--- src/hw/rtl/gmdcp_pkg.sv ---
// Shared constants, register codes and control structures of the minimum-distance cell picker.
`timescale 1ns / 1ps
`default_nettype none

package gmdcp_pkg;

  // Grid size.
  localparam int ROWS = 256;
  localparam int COLS = 256;

  // Cell store geometry.
  localparam int DEPTH  = ROWS * COLS;
  localparam int ADDR_W = $clog2(DEPTH);

  // Coordinate and walk-offset width; holds any offset up to 4096 plus a start index.
  localparam int CW = 13;

  // Field and register widths.
  localparam int IDX_W    = 8;
  localparam int STEP_W   = 24;
  localparam int LIM_W    = 48;
  localparam int CNT_W    = 17;
  localparam int CFG_W    = 48;
  localparam int CFG_IX_W = 2;

  // Distance arithmetic widths.
  localparam int PROD_W = STEP_W + CW;
  localparam int DIST_W = 32;
  localparam int SQ_W   = 64;

  // Item modes.
  localparam logic MODE_LOAD = 1'b0;
  localparam logic MODE_PICK = 1'b1;

  // Configuration register indexes.
  typedef enum logic [CFG_IX_W-1:0] {
    REG_ROW_STEP  = 2'd0,
    REG_COL_STEP  = 2'd1,
    REG_LIMIT     = 2'd2,
    REG_MAX_PICKS = 2'd3
  } cfg_reg_t;

  // Commands from the controller to the datapath.
  typedef struct packed {
    logic clr_step;    // clear one cell of the store, advance the sweep
    logic capture;     // latch the input beat
    logic item_rd;     // read the cell named by the item
    logic load_apply;  // write the item's flag, keep the count exact
    logic pick_apply;  // take the candidate, start the first quadrant
    logic next_quad;   // move to the next quadrant
    logic next_row;    // move to the next row of the quadrant
    logic row_mul;     // distance along rows
    logic row_sq;      // square of the row distance
    logic col_init;    // first column of the row
    logic col_mul;     // distance along columns
    logic col_sq;      // square of the column distance
    logic cell_wr;     // clear the walked cell if set, next column
    logic res_load;    // load the result registers
    logic res_chosen;  // the result reports a chosen cell
  } dp_cmd_t;

  // Status from the datapath to the controller.
  typedef struct packed {
    logic clr_last;
    logic in_grid;
    logic is_pick;
    logic can_pick;
    logic cell_set;
    logic row_ok;
    logic rsq_over;
    logic col_ok;
    logic tot_over;
    logic last_quad;
  } dp_stat_t;

  // Linear store address of a cell.
  function automatic logic [ADDR_W-1:0] cell_addr(input logic [CW-1:0] r,
                                                  input logic [CW-1:0] c);
    logic [31:0] lin;
    lin = 32'(r) * 32'(COLS) + 32'(c);
    return lin[ADDR_W-1:0];
  endfunction

endpackage

`default_nettype wire

--- src/hw/rtl/gmdcp_ctrl.sv ---
// Controller state machine of the minimum-distance cell picker.
`timescale 1ns / 1ps
`default_nettype none

module gmdcp_ctrl (
  input  logic               clk,
  input  logic               rst,
  input  logic               start,
  input  gmdcp_pkg::dp_stat_t stat,
  output gmdcp_pkg::dp_cmd_t  cmd,
  output logic               busy,
  output logic               done
);

  import gmdcp_pkg::*;

  typedef enum logic [3:0] {
    S_CLEAR,
    S_IDLE,
    S_LOOK,
    S_LOOK_WAIT,
    S_ROW,
    S_RSQ,
    S_RCHK,
    S_COL,
    S_CSQ,
    S_CCHK,
    S_CWR
  } state_t;

  state_t state;
  state_t state_next;
  logic   fin;

  // Next state and datapath commands.
  always_comb begin
    state_next = state;
    cmd        = '0;
    fin        = 1'b0;
    case (state)
      S_CLEAR: begin
        cmd.clr_step = 1'b1;
        if (stat.clr_last) begin
          state_next = S_IDLE;
        end
      end
      S_IDLE: begin
        if (start) begin
          cmd.capture = 1'b1;
          state_next  = S_LOOK;
        end
      end
      S_LOOK: begin
        if (!stat.in_grid) begin
          cmd.res_load = 1'b1;
          fin          = 1'b1;
          state_next   = S_IDLE;
        end else begin
          cmd.item_rd = 1'b1;
          state_next  = S_LOOK_WAIT;
        end
      end
      S_LOOK_WAIT: begin
        if (!stat.is_pick) begin
          cmd.load_apply = 1'b1;
          cmd.res_load   = 1'b1;
          fin            = 1'b1;
          state_next     = S_IDLE;
        end else if (stat.can_pick && stat.cell_set) begin
          cmd.pick_apply = 1'b1;
          state_next     = S_ROW;
        end else begin
          cmd.res_load = 1'b1;
          fin          = 1'b1;
          state_next   = S_IDLE;
        end
      end
      S_ROW: begin
        if (stat.row_ok) begin
          cmd.row_mul = 1'b1;
          state_next  = S_RSQ;
        end else if (stat.last_quad) begin
          cmd.res_load   = 1'b1;
          cmd.res_chosen = 1'b1;
          fin            = 1'b1;
          state_next     = S_IDLE;
        end else begin
          cmd.next_quad = 1'b1;
          state_next    = S_ROW;
        end
      end
      S_RSQ: begin
        cmd.row_sq = 1'b1;
        state_next = S_RCHK;
      end
      S_RCHK: begin
        if (!stat.rsq_over) begin
          cmd.col_init = 1'b1;
          state_next   = S_COL;
        end else if (stat.last_quad) begin
          cmd.res_load   = 1'b1;
          cmd.res_chosen = 1'b1;
          fin            = 1'b1;
          state_next     = S_IDLE;
        end else begin
          cmd.next_quad = 1'b1;
          state_next    = S_ROW;
        end
      end
      S_COL: begin
        if (stat.col_ok) begin
          cmd.col_mul = 1'b1;
          state_next  = S_CSQ;
        end else begin
          cmd.next_row = 1'b1;
          state_next   = S_ROW;
        end
      end
      S_CSQ: begin
        cmd.col_sq = 1'b1;
        state_next = S_CCHK;
      end
      S_CCHK: begin
        if (stat.tot_over) begin
          cmd.next_row = 1'b1;
          state_next   = S_ROW;
        end else begin
          state_next = S_CWR;
        end
      end
      S_CWR: begin
        cmd.cell_wr = 1'b1;
        state_next  = S_COL;
      end
      default: begin
        state_next = S_IDLE;
      end
    endcase
  end

  // State and registered handshake outputs.
  always_ff @(posedge clk) begin
    if (rst) begin
      state <= S_CLEAR;
      busy  <= 1'b1;
      done  <= 1'b0;
    end else begin
      state <= state_next;
      busy  <= (state_next != S_IDLE);
      done  <= fin;
    end
  end

endmodule

`default_nettype wire

--- config.mk ---
export PLATFORM = sky130hd
export DESIGN_NAME = gmdcp_ctrl
export DESIGN_NICKNAME = d
export VERILOG_FILES = /design/src/hw/rtl/gmdcp_pkg.sv /design/src/hw/rtl/gmdcp_ctrl.sv
export SDC_FILE = /design/constraint.sdc
export NUM_CORES = 1
export LEC_CHECK = 0
export BUFFER_PORTS_ARGS = -buffer_cell sky130_fd_sc_hd__buf_2
export CAP_MARGIN = 20
export CORE_MARGIN = 4
export CORE_UTILIZATION = 40
export DETAILED_ROUTE_END_ITERATION = 8
export GPL_TIMING_DRIVEN = 0
export PLACE_DENSITY_LB_ADDON = 0.12
export SYNTH_ARGS = -nofsm -noshare
export SYNTH_HDL_FRONTEND = slang
export SYNTH_SLANG_ARGS = --single-unit
--- constraint.sdc ---
create_clock -name clk -period 1.3 [get_ports clk]
set_input_delay 0 -clock clk [delete_from_list [all_inputs] [get_ports clk]]
set_output_delay 0 -clock clk [all_outputs]
set_load 0.02 [all_outputs]
==> results of run 1 <==
per-stage QoR:
stage	cells	worst slack, ns	hold WS, ns	utilization [%]	setup TNS, ns
4_1_cts	135	-0.141	0.177	73.4	-0.469
6_report	137	-0.121	0.196	82.7	-0.613
3_5_place_dp	123	-0.187	0.216	59.5	-0.508
3_3_place_gp	123	-0.170	0.220	59.5	-0.512
5_1_grt	137	-0.186	0.205	82.7	-1.34
2_1_floorplan	79	-0.0730	0.0593	-	-0.0995
final cells by class:
class	instances	area share, %
inverters	2	0.664
flip-flops and latches	6	11.5
clock buffers	3	1.99
well taps	15	1.66
repair buffers	44	29.6
plain buffers	4	4.65
multi-input cells	63	49.9
timing repair:
| action | in CTS | in global routing |
|---|---|---|
| pin swaps | 8 | 11 |
| buffers inserted | 12 | 3 |
| hold endpoints to repair | 4 | 0 |
| hold buffers | 1 | 0 |
| gates resized for setup | 29 | 28 |
| setup endpoints to repair | 15 | 17 |
registers in the layout, summed over array words and instances (netlist names):
signal  cells
state       4
done        1
busy        1
placed cells by master, fill, tap and decap left out, types with 3 or more instances in the layout:
cell type   n
buf_2      16
buf_4      16
buf_6      13
clkbuf_4    3
nand2_1     4
nand2b_4    3
nor2_1     10
nor2_4      3
o21ai_0     3
report_power, final:
part	internal, mW	leakage [nW]	switching (mW)
sequential	0.194	0.0513	0.0138
combinational	0.112	0.413	0.117
clock	0.104	0.0138	0.0655
total	0.410	0.478	0.196
worst max-delay path, stage by stage (launching register included):
cell and delay, ns:
dfxtp_2 0.34, buf_6 0.14, nand2_4 0.05, a211oi_2 0.23, nand2_1 0.13, buf_6 0.14
inv_2 0.04, buf_6 0.11
cells by family after synthesis:
family                 Yosys count  share of synthesized area [%]
AOI/OAI and AO/OA               16                           22.2
buffers and inverters           10                           13.6
DFF                              6                           19.5
and+or+nand+nor                 47                           44.7
final timing paths:
kind | start | end | slack, ns
worst max-delay path | state[1]$_SDFF_PP0_ | cmd[0] | -0.12
worst min-delay path | stat[1] | state[3]$_SDFF_PP0_ | 0.20
worst max register to register | state[2]$_SDFF_PP0_ | busy$_SDFF_PP1_ | -0.10
worst min register to register | state[3]$_SDFF_PP0_ | state[1]$_SDFF_PP0_ | 0.76
routing by layer:
layer / share of wire, % / routed length (um) / vias to the layer above / track usage [%]
met3: 6.6 / 150 / 4 / 4.98
met5: 0 / 0 / - / 0
met2: 52 / 1170 / 41 / 34.5
met1: 40 / 912 / 368 / 24.0
li1: - / - / 371 / -
met4: 1.5 / 34 / 0 / 3.87
cell usage after synthesis:
cell type / instances / share of area [%]
inv_1: 2 / 1.2
a41oi_1: 1 / 1.4
or2_2: 1 / 1.0
nand2b_1: 3 / 3.0
nor3b_1: 3 / 3.7
nor2_1: 13 / 7.9
buf_6: 5 / 9.1
nand4_1: 2 / 2.0
and2b_1: 2 / 2.4
a211oi_1: 2 / 2.4
o21ai_1: 1 / 0.81
buf_2: 1 / 0.81
and2_1: 1 / 1.0
nor2b_1: 1 / 1.0
o21ai_0: 4 / 3.3
o21ai_2: 1 / 1.4
nand4bb_1: 1 / 1.8
a21oi_1: 2 / 1.6
nor3_1: 4 / 3.3
buf_4: 2 / 2.4
o21a_1: 1 / 1.2
nand2_1: 5 / 3.0
nor3b_2: 2 / 4.1
dfxtp_1: 6 / 20
nor4b_1: 1 / 1.4
o21a_4: 1 / 2.4
a2111oi_4: 1 / 4.5
o211ai_2: 1 / 2.0
and3_1: 2 / 2.0
o22ai_1: 1 / 1.0
nor4_1: 1 / 1.0
nand2b_4: 1 / 2.2
nand3b_1: 1 / 1.2
nand3_1: 3 / 2.4
==> results.md, run 1 <==
Yosys:
- When the netlist entered floorplanning its net count stood at 92.
- After technology mapping, the gate count stands at 79.
- The total standard cell area after synthesis is 616 um^2.
- The portion of the post-synthesis area used by sequential elements is 19.5%.
- During synthesis, Yosys emitted a total of 0 warnings.
- The number of synthesized register bits is 6.
- The mean cell area of the mapped netlist is 7.79 um^2.
- After synthesis, the netlist uses 34 different library cells.

Final layout:
- After routing the design area is around 1100 um^2.
- The layout has 77 filler cells.
- Relative to the synthesized area, the layout overhead comes to 83.5%.
- The number of nets in the final layout is 137.
- The number of antenna diodes is 0.
- The multi-input gate area in the final layout is 564 um^2.
- The flip-flop and latch area is 130 um^2.
- The share of final-layout standard cells stronger than drive strength 1 is roughly two thirds.

Place:
- Once placement finished, the instance area stood at 813 um^2.
- The wire-length estimate of the detail-placed layout is around 1400 um.
- The count of buffers from port buffering is 29.
- The final estimated routing congestion in global placement is 0.751.

Timing:
- The largest clock skew in the final design is 0.000460 ns.
- The final max-slew violation count came to 0.
- For this run, the top clock speed supported by timing is 0.704 GHz.
- After layout, the worst setup slack is -0.121 ns.
- The final critical path takes up 109% of the cycle.
- Subtracting the final worst setup slack from the clock period gives 1.42 ns.
- The max-slew headroom at the worst pin is about four fifths.
- Setup repair after global routing could not meet its margin everywhere.
- The number of hold violations in the final report is 0.
- The pin slew with the least headroom to its limit is 0.327 ns.
- The final setup violation count is 11.

Route:
- In this run the remaining antenna-violating nets after routing total 0.
- The pre-antenna-repair detailed-routing pass consisted of 4 iterations.
- Dividing the detail-routed wire length by the instance count gives 16.5 um.
- The total number of vias is 784.
- Dividing the detail-routed via count by the number of cells gives 5.72.
- The final layout contains routed wiring with a total length of 2270 um.
- After the first detailed-routing iteration, the DRC count stood at 13.
- The count of unresolved DRC violations after routing is 0.

Clocking:
- The CTS tree is built.
- The cell sitting at the root of the clock tree is a clkbuf_4.
- Clock tree synthesis found a total of 6 sinks.
- TritonCTS created 3 clock buffers.
- The later pin in the worst-skew pair is clocked with a latency of 0.24 ns.
- CTS built an H-tree with a depth of 1.
- The maximum clock insertion buffer count is 2.
- After clock tree synthesis, the clock-pin slew on the worst setup and hold paths is 0.04 ns.

Critical path:
- The endpoint arrival time on the critical path is 1.42 ns.
- The kind of capture point of the worst setup path is an output port.
- The category of the critical setup timing path is flop to output port.
- The highest fanout seen on the critical path is 7.
- The depth of the most critical reg-to-reg path is 6.
- The kind of launch point of the worst setup path is a flop.
- The required time at the endpoint of the critical path is 1.30 ns.

Min path:
- The type of the worst min-delay path is input pin to flop.
- The number of instances on the worst hold path is 4.

Power:
- In this run the power density over the cells is 536 nW/um^2.
- The largest vdd supply drop is 0.466 mV.
- Total power for the finished layout comes to around 610 uW.
- For this design the static power due to leakage is 0.478 nW.

Run status:
- The final reports fail on setup timing.
- The flow ran to the end, but the final reports show violations.

Global route:
- The global-route usage over all layers is 19.6%.
- The first global-routing pass estimated 3160 um of wire.
- The maximum number of pins on one net before global-route repair is 11.
- The aggregate global routing overflow is 0.
- The initial antenna violation count is 0.
- The via count of the first global-routing pass is slightly above 700.

Run:
- The number of violations of the max-capacitance limit is 0.

Floorplanning:
- In this run the horizontal extent of the chip is roughly 47 um.
- The area of the die is between 2000 and 2500 um^2.
- In this run the standard cell core region covers 1370 um^2.
- The die span in y is 47.2 um.
- The initial cell density of the core is 45.1%.
- For this design the top-level I/O count stands at 30.
- In this run the core area contains 13 standard-cell rows.
(Power assumes the default switching activity.)
==> run 2, diff against run 1 <==
- CORE_MARGIN: 4 -> 2
==> run 2 against run 1 <==
Against the previous run:
- the flow still finishes with violations (setup timing)
- clock skew about the same
- clock power about the same
- utilization decreased by 4.2 points
- power increased by 0.37%
- worst hold slack got worse by 0.039 ns
- combinational power increased by 7%
- design area increased by 2.2%
- largest cell class unchanged
- first-iteration DRC count unchanged
- global-route usage increased by 1.0 points
- worst setup slack got worse by 0.035 ns
==> results.md, run 2 (synthesized netlist as in run 1, its figures left out) <==
Route:
- The DRC marker count from the first detailed-route iteration is 13 (unchanged).
- The average via count per standard cell came to 5.49 (-4.0%).
- The count of unresolved DRC violations after routing was 0 (unchanged).
- The post-detailed-routing wire length is 2070 um (-8.7%).
- The total number of vias is 780 (-0.51%).
- The remaining number of nets flagged by the antenna check after routing was 0 (unchanged).
- The average wire per standard cell is 14.6 um (-12%).
- The first-pass iteration count of the detailed router came to 4 (unchanged).

Final layout:
- The area overhead of the layout relative to synthesis is 87.6%.
- The number of antenna diodes is 0 (unchanged).
- The multi-input gate area in the final layout is 536 um^2 (-5.1%).
- The flip-flop count of the largest register, all copies and words added is 4 (unchanged).
- The number of nets in the final layout is 141 (+2.9%).
- The flip-flop and latch area was 128 um^2 (-1.9%).
- In the final layout, the registers with the most flip-flops are state x4, busy x1, done x1.
- The fill cell total of the finished layout is 117 (+52%).
- The share of final-layout standard cells stronger than drive strength 1 came to 65.1% (-3.0 points).
- Leaving out fill and tap cells, the most frequent cell in the layout is buf_2.
- The register with the most flip-flops is state.
- The final core utilization came to 78.5% (-4.2 points).
- The top cell types in the final layout, fill and taps aside, are buf_2 (18), buf_6 (15), buf_4 (15).

Floorplanning:
- The I/O pin count was 30 (unchanged).
- The initial cell density of the core is 41.8% (-3.2 points).
- The die span in y is 43.2 um (-8.5%).
- The total core area came to 1470 um^2 (+7.7%).
- The standard-cell row count is 14 (+1).
- The horizontal die dimension came to 43.2 um (-8.5%).
- The area of the die is 1870 um^2 (-16%).

Min path:
- The worst hold path terminates at state[0]$_SDFF_PP0_.
- The number of instances on the worst hold path was 4 (unchanged).
- The tightest min-delay check is of the input pin to flop type.
- The worst min-delay path startpoint is start.

Place:
- The sum of net half-perimeters after detailed placement is 1250 um (-8.6%).
- The count of buffers from port buffering is 29 (unchanged).
- The final estimated routing congestion in global placement came to 0.792 (+5.6%).

Power:
- The cell area power density was 526 nW/um^2 (-1.8%).
- The largest vdd supply drop is 0.689 mV (+48%).
- The static leakage is 0.482 nW (+0.85%).
- The power after layout is 608 uW (+0.37%).

Clocking:
- The tree is rooted in a clkbuf_4.
- The clock insertion delay at the later pin of the skew report is 0.24 ns (about the same).
- The number of sinks handled by clock tree synthesis was 6 (unchanged).
- The register clock-pin slew on the reported worst setup and hold paths is 0.04 ns (about the same).
- The CTS tree is built.
- The number of levels the H-tree was split into is 1 (unchanged).
- The number of buffers added by the clock tree synthesis step is 3 (unchanged).
- The maximum clock insertion buffer count is 2 (unchanged).

Critical path:
- The required time at the endpoint of the critical path is 1.30 ns (about the same).
- The reg-to-reg critical path startpoint is state[2]$_SDFF_PP0_.
- The maximum cell stage delay along the critical path was 0.36 ns (+0.02 ns).
- The highest fanout seen on the critical path came to 7 (unchanged).
- The signal on the critical path passes through buf_6 > nand2_2 > a211oi_2 > nand2_1 > buf_4 > inv_2 > buf_6.
- STA classifies the critical path endpoint as an output port.
- In this design, the largest share of critical-path delay is due to buffers and inverters.
- The worst setup path is launched from a flop.
- The cell type with the highest occurrence count on the critical path is buf_6.
- The cell with the largest stage delay on the worst path is dfxtp_2.
- The endpoint arrival time on the critical path is 1.46 ns (+0.04 ns).
- The reg-to-reg setup timing slack is -0.15 ns (-0.05 ns).
- The category of the critical setup timing path is flop to output port.
- The number of buffer and inverter instances along the worst setup path is 4 (unchanged).
- The depth of the most critical reg-to-reg path came to 6 (unchanged).
- The endpoint identified for the worst register-to-register timing path is busy$_SDFF_PP1_.

Global route:
- The aggregate global routing overflow came to 0 (unchanged).
- The global-route usage over all layers came to 20.7% (+1.0 points).
- The global-route wire length before repair came to 2860 um (-9.6%).
- The initial antenna violation count is 0 (unchanged).
- The via count of the first global-routing pass came to 666 (-6.9%).
- The maximum number of pins on one net before global-route repair is 11 (unchanged).

Timing:
- The clock period minus worst slack came to 1.46 ns (+0.0354 ns).
- The sum of negative setup slack came to -0.820 ns (-0.206 ns).
- The pin slew with the least headroom to its limit is 0.343 ns (+0.0163 ns).
- The worst-case hold slack is 0.156 ns (-0.0390 ns).
- The highest attainable clock frequency was 0.687 GHz (-2.4%).
- The final worst-path setup slack is -0.156 ns (-0.0354 ns).
- Setup repair after global routing could not meet its margin everywhere.
- The largest clock skew in the final design is 0.000908 ns (+0.000448 ns).
- The final setup violation count is 10 (-1).
- The max-slew headroom at the worst pin is 77.1% (-0.92 points).
- The number of hold violations in the final report was 0 (unchanged).
- The final max-slew violation count was 0 (unchanged).
- The final period utilization is 112% (+2.7 points).

Run status:
- The final reports fail on setup timing.
- The flow ran to the end, but the final reports show violations.

Run:
- The number of violations of the max-capacitance limit came to 0 (unchanged).
## run 2: cell count changes in the layout (fill, tap and decap cells not counted), sizes merged
cell and change:
buf +4
## run 2: metrics by stage
step	instances	worst slack, ns	cell area, um^2
6_report	142	-0.156	1150
5_1_grt	142	-0.231	1150
4_1_cts	137	-0.159	1010
3_5_place_dp	124	-0.199	815
3_3_place_gp	124	-0.174	815
2_1_floorplan	79	-0.0730	649
## run 2: worst max-delay path by stage
stage / from / endpoint / slack [ns] / cells past startpoint
after floorplan: state[3]$_SDFF_PP0_ / busy$_SDFF_PP1_ / -0.07 / 7
final: state[1]$_SDFF_PP0_ / cmd[0] / -0.16 / 7
after detailed placement: state[3]$_SDFF_PP0_ / busy$_SDFF_PP1_ / -0.20 / 7
after global routing: state[0]$_SDFF_PP0_ / busy$_SDFF_PP1_ / -0.23 / 5
after global placement: state[3]$_SDFF_PP0_ / cmd[1] / -0.17 / 8
after CTS: state[2]$_SDFF_PP0_ / busy$_SDFF_PP1_ / -0.16 / 6
## run 2: area by class of cell
cell class | instances | share of cell area [%]
buffer | 5 | 5.63
clock buffer | 3 | 1.95
inverter | 2 | 0.650
multi-input combinational | 63 | 46.4
sequential | 6 | 11.1
tap | 16 | 1.73
timing repair buffer | 47 | 32.6
## run 2: worst reg2reg max path: cells and delay by family (launching register included)
kind,cells,cell delay [ns]
compound gates,2,0.48
buf+inv,2,0.22
flops,1,0.34
simple gates,2,0.29
## run 2: what timing repair did
item                       4_1_cts  5_1_grt
setup endpoints to repair       15       18
pin swaps                       13        8
setup buffers                   12        5
hold endpoints to repair         3        0
gates resized for setup         23       27
hold buffers                     1        0
## run 2: metal layers
layer	GRT usage [%]	share of wire, %	vias up
met5	0	0	-
met4	0	0	0
met3	6.81	5.6	0
met2	38.5	54	32
met1	24.0	40	374
li1	-	-	374
## run 2: power breakdown
part           switching [mW]  total, mW  leakage (nW)  internal (mW)
combinational           0.122      0.243         0.417          0.121
sequential            0.00459      0.198        0.0510          0.194
clock                  0.0626      0.167        0.0138          0.104
total                   0.189      0.608         0.482          0.419
